$ cat src/sv/nss_pkg.sv
// Shared constants for the nine-slice source address generator.
`default_nettype none

package nss_pkg;

    // Largest supported image dimension in pixels
    localparam int MAX_DIM = 4096;

    // Size registers hold 0..8191, which covers 0..MAX_DIM
    localparam int SZ_W = $clog2(MAX_DIM) + 1;
    // Pixel coordinates
    localparam int CO_W = 12;
    // Border piece, centre size and remainder
    localparam int PC_W = $clog2(MAX_DIM / 3 + 2);

    // Divide by three as multiply by reciprocal, exact for values below 2**SZ_W
    localparam int RECIP_SH = SZ_W + 1;
    localparam int RECIP_W  = SZ_W;
    localparam logic [RECIP_W-1:0] RECIP = RECIP_W'((2 ** RECIP_SH + 2) / 3);

    // Size limits
    localparam logic [SZ_W-1:0] SRC_MIN = SZ_W'(3);
    localparam logic [SZ_W-1:0] DIM_MAX = SZ_W'(MAX_DIM);

    // Configuration register indexes
    localparam int IDX_W = 2;
    localparam logic [IDX_W-1:0] REG_SRC_W = 2'd0;
    localparam logic [IDX_W-1:0] REG_SRC_H = 2'd1;
    localparam logic [IDX_W-1:0] REG_TGT_W = 2'd2;
    localparam logic [IDX_W-1:0] REG_TGT_H = 2'd3;

    // Stages inside one axis: capture, piece, classify, then one per remainder bit
    localparam int AXIS_STAGES = 3 + CO_W;

endpackage

`default_nettype wire

$ cat src/sv/nss_axis.sv
// One axis of the nine-slice mapping: piece size, edge classes and tiled remainder.
`default_nettype none

module nss_axis (
    input  wire logic                       i_clk,
    input  wire logic                       i_en,
    input  wire logic [nss_pkg::SZ_W-1:0]   i_src_sz,
    input  wire logic [nss_pkg::SZ_W-1:0]   i_dst_sz,
    input  wire logic [nss_pkg::CO_W-1:0]   i_coord,
    output logic      [nss_pkg::CO_W-1:0]   o_src
);
    import nss_pkg::*;

    // Stage A: capture sizes and coordinate
    logic [SZ_W-1:0] r_a_s, r_a_d;
    logic [CO_W-1:0] r_a_o;

    // Stage B: border piece
    logic [SZ_W-1:0] r_b_s, r_b_d;
    logic [CO_W-1:0] r_b_o;
    logic [PC_W-1:0] r_b_p;
    logic [SZ_W+RECIP_W-1:0] w_prod;

    // Stage C outputs and remainder stages share index 0..CO_W
    logic [PC_W-1:0] r_p   [CO_W+1];
    logic [PC_W-1:0] r_c   [CO_W+1];
    logic [PC_W-1:0] r_rem [CO_W+1];
    logic [CO_W-1:0] r_num [CO_W+1];
    logic [CO_W-1:0] r_alt [CO_W+1];
    logic            r_mid [CO_W+1];

    // Stage C combinational terms
    logic [SZ_W-1:0] w_two_p;
    logic [SZ_W-1:0] w_d;
    logic [SZ_W-1:0] w_far_val;
    logic            w_far;
    logic            w_near;

    always_ff @(posedge i_clk) begin
        if (i_en) begin
            r_a_s <= i_src_sz;
            r_a_d <= i_dst_sz;
            r_a_o <= i_coord;
        end
    end

    // Piece = (S + 1) / 3
    assign w_prod = (SZ_W+RECIP_W)'(r_a_s + SZ_W'(1)) * (SZ_W+RECIP_W)'(RECIP);

    always_ff @(posedge i_clk) begin
        if (i_en) begin
            r_b_s <= r_a_s;
            r_b_d <= r_a_d;
            r_b_o <= r_a_o;
            r_b_p <= w_prod[RECIP_SH +: PC_W];
        end
    end

    // Crop, edge tests and far-edge address
    always_comb begin
        w_two_p   = SZ_W'({r_b_p, 1'b0});
        w_d       = (r_b_d < w_two_p) ? ((w_two_p - r_b_d) >> 1) : '0;
        w_far     = ((SZ_W+1)'(r_b_o) + (SZ_W+1)'(r_b_p)) >=
                    ((SZ_W+1)'(r_b_d) + (SZ_W+1)'(w_d));
        w_near    = ((SZ_W+1)'(r_b_o) + (SZ_W+1)'(w_d)) < (SZ_W+1)'(r_b_p);
        w_far_val = r_b_s - r_b_d + SZ_W'(r_b_o);
    end

    always_ff @(posedge i_clk) begin
        if (i_en) begin
            r_p[0]   <= r_b_p;
            r_c[0]   <= PC_W'(r_b_s - w_two_p);
            r_rem[0] <= '0;
            r_num[0] <= r_b_o - CO_W'(r_b_p);
            r_alt[0] <= w_far ? w_far_val[CO_W-1:0] : r_b_o;
            r_mid[0] <= !w_far && !w_near;
        end
    end

    // Remainder of (o - piece) by centre, one numerator bit per stage
    for (genvar g = 0; g < CO_W; g++) begin : g_mod
        logic [PC_W:0] w_t;
        logic          w_ge;

        assign w_t  = {r_rem[g], r_num[g][CO_W-1-g]};
        assign w_ge = w_t >= {1'b0, r_c[g]};

        always_ff @(posedge i_clk) begin
            if (i_en) begin
                r_p[g+1]   <= r_p[g];
                r_c[g+1]   <= r_c[g];
                r_rem[g+1] <= w_ge ? PC_W'(w_t - {1'b0, r_c[g]}) : w_t[PC_W-1:0];
                r_num[g+1] <= r_num[g];
                r_alt[g+1] <= r_alt[g];
                r_mid[g+1] <= r_mid[g];
            end
        end
    end

    // Pick tiled centre or edge address
    assign o_src = r_mid[CO_W] ? (CO_W'(r_p[CO_W]) + CO_W'(r_rem[CO_W])) : r_alt[CO_W];

endmodule

`default_nettype wire

$ cat src/sv/nine_slice_source_address.sv
// Nine-slice source address generator, top level with size registers and pipeline control.
// The result passes through 15 datapath stages, then the output register.
// One word per cycle unless stalled; centre remainder runs one bit per stage, 12 stages.
// A stall at the output freezes the whole pipeline; nothing is dropped or repeated.
// Reset (synchronous, active low) clears all valid bits and loads the size registers
// with source 3x3 and target 1x1.
`default_nettype none

module nine_slice_source_address (
    input  wire logic                         i_clk,
    input  wire logic                         i_rst_n,
    // Size register write port
    input  wire logic                         i_cfg_we,
    input  wire logic [nss_pkg::IDX_W-1:0]    i_cfg_idx,
    input  wire logic [nss_pkg::SZ_W-1:0]     i_cfg_data,
    // Destination coordinate in
    input  wire logic                         i_in_valid,
    output logic                              o_in_ready,
    input  wire logic [nss_pkg::CO_W-1:0]     i_dest_x,
    input  wire logic [nss_pkg::CO_W-1:0]     i_dest_y,
    // Source address out
    output logic                              o_out_valid,
    input  wire logic                         i_out_ready,
    output logic      [nss_pkg::CO_W-1:0]     o_src_x,
    output logic      [nss_pkg::CO_W-1:0]     o_src_y,
    output logic                              o_inside_res
);
    import nss_pkg::*;

    logic [SZ_W-1:0] r_src_w, r_src_h, r_tgt_w, r_tgt_h;
    logic [SZ_W-1:0] w_sw, w_sh, w_tw, w_th;
    logic            w_adv;
    logic            w_inside;
    logic [CO_W-1:0] w_ax_x, w_ax_y;

    logic            r_vld [AXIS_STAGES];
    logic            r_ins [AXIS_STAGES];
    logic            r_out_valid;
    logic [CO_W-1:0] r_src_x, r_src_y;
    logic            r_inside;

    // Write size registers
    always_ff @(posedge i_clk) begin
        if (!i_rst_n) begin
            r_src_w <= SRC_MIN;
            r_src_h <= SRC_MIN;
            r_tgt_w <= SZ_W'(1);
            r_tgt_h <= SZ_W'(1);
        end else if (i_cfg_we) begin
            unique case (i_cfg_idx)
                REG_SRC_W: r_src_w <= i_cfg_data;
                REG_SRC_H: r_src_h <= i_cfg_data;
                REG_TGT_W: r_tgt_w <= i_cfg_data;
                REG_TGT_H: r_tgt_h <= i_cfg_data;
                default: ;
            endcase
        end
    end

    // Clamp sizes to the supported range
    always_comb begin
        w_sw = (r_src_w < SRC_MIN) ? SRC_MIN : ((r_src_w > DIM_MAX) ? DIM_MAX : r_src_w);
        w_sh = (r_src_h < SRC_MIN) ? SRC_MIN : ((r_src_h > DIM_MAX) ? DIM_MAX : r_src_h);
        w_tw = (r_tgt_w > DIM_MAX) ? DIM_MAX : r_tgt_w;
        w_th = (r_tgt_h > DIM_MAX) ? DIM_MAX : r_tgt_h;
        w_inside = (SZ_W'(i_dest_x) < w_tw) && (SZ_W'(i_dest_y) < w_th);
    end

    // Advance the pipeline whenever the output register is free or being taken
    assign w_adv      = !r_out_valid || i_out_ready;
    assign o_in_ready = w_adv;

    nss_axis u_axis_x (
        .i_clk    (i_clk),
        .i_en     (w_adv),
        .i_src_sz (w_sw),
        .i_dst_sz (w_tw),
        .i_coord  (i_dest_x),
        .o_src    (w_ax_x)
    );

    nss_axis u_axis_y (
        .i_clk    (i_clk),
        .i_en     (w_adv),
        .i_src_sz (w_sh),
        .i_dst_sz (w_th),
        .i_coord  (i_dest_y),
        .o_src    (w_ax_y)
    );

    // Carry valid and inside flags along with the datapath
    always_ff @(posedge i_clk) begin
        if (!i_rst_n) begin
            for (int k = 0; k < AXIS_STAGES; k++) begin
                r_vld[k] <= 1'b0;
            end
        end else if (w_adv) begin
            r_vld[0] <= i_in_valid;
            for (int k = 1; k < AXIS_STAGES; k++) begin
                r_vld[k] <= r_vld[k-1];
            end
        end
    end

    always_ff @(posedge i_clk) begin
        if (w_adv) begin
            r_ins[0] <= w_inside;
            for (int k = 1; k < AXIS_STAGES; k++) begin
                r_ins[k] <= r_ins[k-1];
            end
        end
    end

    // Output register; outside the target gives address zero
    always_ff @(posedge i_clk) begin
        if (!i_rst_n) begin
            r_out_valid <= 1'b0;
        end else if (w_adv) begin
            r_out_valid <= r_vld[AXIS_STAGES-1];
        end
    end

    always_ff @(posedge i_clk) begin
        if (w_adv) begin
            r_inside <= r_ins[AXIS_STAGES-1];
            r_src_x  <= r_ins[AXIS_STAGES-1] ? w_ax_x : '0;
            r_src_y  <= r_ins[AXIS_STAGES-1] ? w_ax_y : '0;
        end
    end

    assign o_out_valid  = r_out_valid;
    assign o_src_x      = r_src_x;
    assign o_src_y      = r_src_y;
    assign o_inside_res = r_inside;

endmodule

`default_nettype wire
$ cat config.mk
export PLATFORM = sky130hd
export DESIGN_NAME = nine_slice_source_address
export DESIGN_NICKNAME = d
export VERILOG_FILES = /design/src/sv/nss_pkg.sv /design/src/sv/nss_axis.sv /design/src/sv/nine_slice_source_address.sv
export SDC_FILE = /design/constraint.sdc
export NUM_CORES = 2
export LEC_CHECK = 0
export BUFFER_PORTS_ARGS = -buffer_cell sky130_fd_sc_hd__buf_2
export CAP_MARGIN = 20
export CORE_ASPECT_RATIO = 1.75
export CORE_UTILIZATION = 40
export CTS_CLUSTER_SIZE = 16
export DETAILED_ROUTE_END_ITERATION = 16
export SYNTH_ARGS = -nofsm -noshare
export SYNTH_HDL_FRONTEND = slang
export SYNTH_SLANG_ARGS = --single-unit
export TNS_END_PERCENT = 1
$ cat constraint.sdc
create_clock -name i_clk -period 73.6 [get_ports i_clk]
set_clock_uncertainty 0.2 [all_clocks]
set_input_delay 14.72 -clock i_clk [delete_from_list [all_inputs] [get_ports i_clk]]
set_output_delay 14.72 -clock i_clk [all_outputs]
set_load 0.02 [all_outputs]
==> summary.md <==
| Metric | Value |
|---|---|
| Cts repair resizes | 0 |
| Place WS | 42290 ps |
| Power Density | about 40 nW/um2 |
| Cells after Synth | 6030 |
| 1st-iter DRT viols | about 2200 |
| Worst path cell trace | buf_2 > nor2b_1 > buf_4 > inv_8 > buf_2 |
| DRC viols | 0 |
| Worst Path Class, Setup | input pin to output pin |
| Synthesized area | 78600 um2 |
| Internal power | 2.34 mW |
| Final GP Congestion | around 0.87 |
| RR Endpoint | u_axis_y.r_b_p[10] |
| Final hold violation count | 0 |
| Worst reg-to-reg path cell count | 23 |
| Setup_tns | 0 ps |
| Yosys warnings | 0 |
| FF+latch count, synth | 1588 |
| Post-CTS Setup Bufs | 0 |
| Comb pwr share | 33.6% |
| Clock power share | a little under a quarter |
| Syn_nets | 6888 |
| Most common cell after layout, fill and taps aside | edfxtp_1 |
| CTS sink cnt | 1588 |
| Mean post-synth cell area | 13.0 um2 |
| Yosys cell types | 85 |
| Per-cell routed wire length | 16.4 um |
| Commonest non-fill, non-tap cells in the layout | edfxtp_1, inv_1, ha_1 |
| Critical path's largest stage delay | about 250 ps |
| Routed Antenna Nets | 0 |
| Vias | 44500 |
| Psw | 1.15 mW |
| Leakage power | 37.8 nW |
| Skew-Pair Late Insertion Delay | 810 ps |
| Cell Area, Placed | 82000 um2 |
| Max Clk Rate | ~33 MHz |
| Hold Crit Start | u_axis_x.r_p[0][21] |
| Met2 usage | 29.1% |
| Worst EP required | 58680 ps |
| # setup viols final | 0 |
| Number of max-cap violations | 0 |
| Total global-route track usage | 14.9% |
| Sw Share | between 30% and 40% |
| Final slew viol count | 0 |
| Proportion of layout cells with a drive suffix above 1 | 5.92% |
| Antenna violations before repair | 1 |
| Synth area leaders | edfxtp_1, ha_1, fa_1 |
| GR Util met1 | 14.2% |
| DP HPWL | 109 mm |
| CP endpoint kind | output pin |
| Num CTS Buffers | 151 |
| GRT busiest layer | met2 |
| Die H | 588 um |
| Crit-path most repeated cell | buf_2 |
| HP Class | register to register |
| RSZ-0062 raised after global routing | false |
| Port bufs | 70 |
| Worst-margin pin slew | 1080 ps |
| Hold_buf cts | 0 |
| # H-tree levels | 4 |
| Crit start category | input pin |
| Vias in the first global route | 46700 |
| Reg-to-Reg Start | u_axis_y.r_a_s[1] |
| Die area | 198000 um2 |
| Worst Hold End | u_axis_x.r_p[0][32] |
| DRT Wirelength | 146 mm |
| Worst IR drop on VDD | 0.0202 mV |
| Crit Path Max Fanout | between 60 and 70 |
| Final Cell Area | 87300 um2 |
| Final WS setup | ~43000 ps |
| Synth area leader | edfxtp_1 |
| Hold WS | between 150 and 200 ps |
| Slowest cell on crit path | buf_4 |
| Longest Clk Path Bufs | 3 |
| Largest net degree at the start of global routing | 200 |
| CTS tree | done |
| Hold Crit Depth | 0 |
| Cell Rows | around 210 |
| Met3 usage | roughly 2.3% |
| R2R setup slack | approximately 67000 ps |
| Period minus WS final | 30620 ps |
| First-pass GRT wire length | between 200 and 250 mm |
| Post-synth EDFFs | 1526 |
| Die Wd | 337 um |
| Share of the synthesized area in the top cell type | 58.3% |
| Slew HR | 28.0% |
| Sequential share of power | ~43% |
| Synth Flop Type | edfxtp_1 |
| Io pins | 71 |
| Outcome | finished clean |
| Final net count | 7057 |
| Fraction of the yosys area taken by sequential cells | 59.9% |
| Root Buffer | clkbuf_16 |
| Via density | 4.99 |
| Initial core utilization | 40.4% |
| Core area | just under 200000 um2 |
| P&R area growth vs syn | 11.1% |
| Share of async-settable or async-resettable flops after synthesis | 0% |
| CTS clock-pin slew for the worst setup and hold paths | 60 ps |
| Crit path DAT | ~16000 ps |
| First-pass detailed-route iteration total | 6 |
| Grt total ovfl | 0 |
| Final Cycle Share | 41.6% |
==> power groups by stage <==
| stage | Sequential [mW] | Clock, mW | Combinational, mW |
|---|---|---|---|
| 3_3_place_gp | 1.53 | 0 | 1.14 |
| 5_1_grt | 1.55 | 0.862 | 1.32 |
| 3_5_place_dp | 1.54 | 0 | 1.18 |
| 6_report | 1.51 | 0.805 | 1.17 |
| 4_1_cts | 1.52 | 0.829 | 1.18 |
| 2_1_floorplan | 1.48 | 0 | 0.898 |
==> metal layers <==
| layer | up-vias | part of all wire [%] |
|---|---|---|
| li1 | 22000 | - |
| met1 | 21400 | 35 |
| met2 | 684 | 56 |
| met3 | 388 | 2.8 |
| met4 | 0 | 6.1 |
| met5 | - | 0 |
==> registers in the layout, summed over array words and instances (netlist names), 15 cells and up <==
name	cells
u_axis_y.r_c	132
r_vld	15
u_axis_y.r_rem	132
u_axis_x.r_rem	132
u_axis_y.r_num	78
u_axis_x.r_c	132
u_axis_y.r_alt	156
u_axis_y.r_p	143
r_ins	15
u_axis_x.r_alt	156
u_axis_x.r_num	78
u_axis_x.r_p	143
==> cells in the mapped netlist, drive strengths merged (9+ instances only) <==
| library cell | count |
|---|---|
| a211o | 17 |
| a211oi | 33 |
| a21boi | 83 |
| a21o | 183 |
| a21oi | 346 |
| a31oi | 52 |
| and2 | 17 |
| and3 | 55 |
| buf | 11 |
| clkbuf | 71 |
| dfxtp | 62 |
| edfxtp | 1526 |
| fa | 152 |
| ha | 662 |
| inv | 788 |
| mux2 | 21 |
| mux2i | 42 |
| nand2 | 331 |
| nand2b | 104 |
| nand3 | 83 |
| nand3b | 9 |
| nand4 | 61 |
| nor2 | 283 |
| nor2b | 114 |
| nor3 | 83 |
| nor4 | 31 |
| nor4b | 12 |
| o211ai | 10 |
| o21a | 26 |
| o21ai | 233 |
| o21bai | 21 |
| o311ai | 17 |
| o31ai | 42 |
| o41ai | 16 |
| or3 | 15 |
| xnor2 | 188 |
| xor2 | 132 |
==> through the flow <==
stage / std cells / util, % / power [mW]
after floorplan: 6030 / - / 2.37
after global placement: 8636 / 42.1 / 2.66
after detailed placement: 8636 / 42.1 / 2.71
after CTS: 8909 / 44.8 / 3.53
after global routing: 8912 / 44.9 / 3.73
final: 8914 / 44.9 / 3.49
==> how the worst max path moves through the flow <==
stage                 from         end  slack (ps)  depth (start not counted)
6_report       i_out_ready  o_in_ready       42980                          5
3_5_place_dp   i_out_ready  o_in_ready       42290                          4
2_1_floorplan  i_out_ready  o_in_ready        2510                          3
3_3_place_gp   i_out_ready  o_in_ready       42300                          4
4_1_cts        i_out_ready  o_in_ready       42290                          4
5_1_grt        i_out_ready  o_in_ready       42890                          5
==> logic make-up (layout without fill, tap and decap cells) <==
| kind of cell | count (synthesis) | in the layout | synth area share, % |
|---|---|---|---|
| muxes | 63 | 63 | 0.836 |
| buffers and inverters | 870 | 1159 | 4.19 |
| and+or+nand+nor | 1230 | 1230 | 7.71 |
| other | 0 | 3 | 0 |
| xor gates and xnor gates | 320 | 320 | 3.57 |
| adders and majority gates | 818 | 818 | 14.5 |
| DFF | 1588 | 1588 | 59.9 |
| AOI/OAI and AO/OA | 1141 | 1141 | 9.31 |
==> cell type report <==
type | instances | area (um2)
fill | 17400 | 107000
sequential | 1588 | 47100
multi-input combinational | 3572 | 28200
clock buffer | 173 | 3880
tap | 2592 | 3240
inverter | 788 | 2970
clock inverter | 100 | 1360
timing repair buffer | 98 | 589
antenna | 3 | 7.51
==> critical path: cells and delay by family <==
kind / cells / cell delay [ps]
buffers and inverters: 4 / 750
and+or+nand+nor: 1 / 210
No activity file was read; power rests on OpenSTA's default activity.
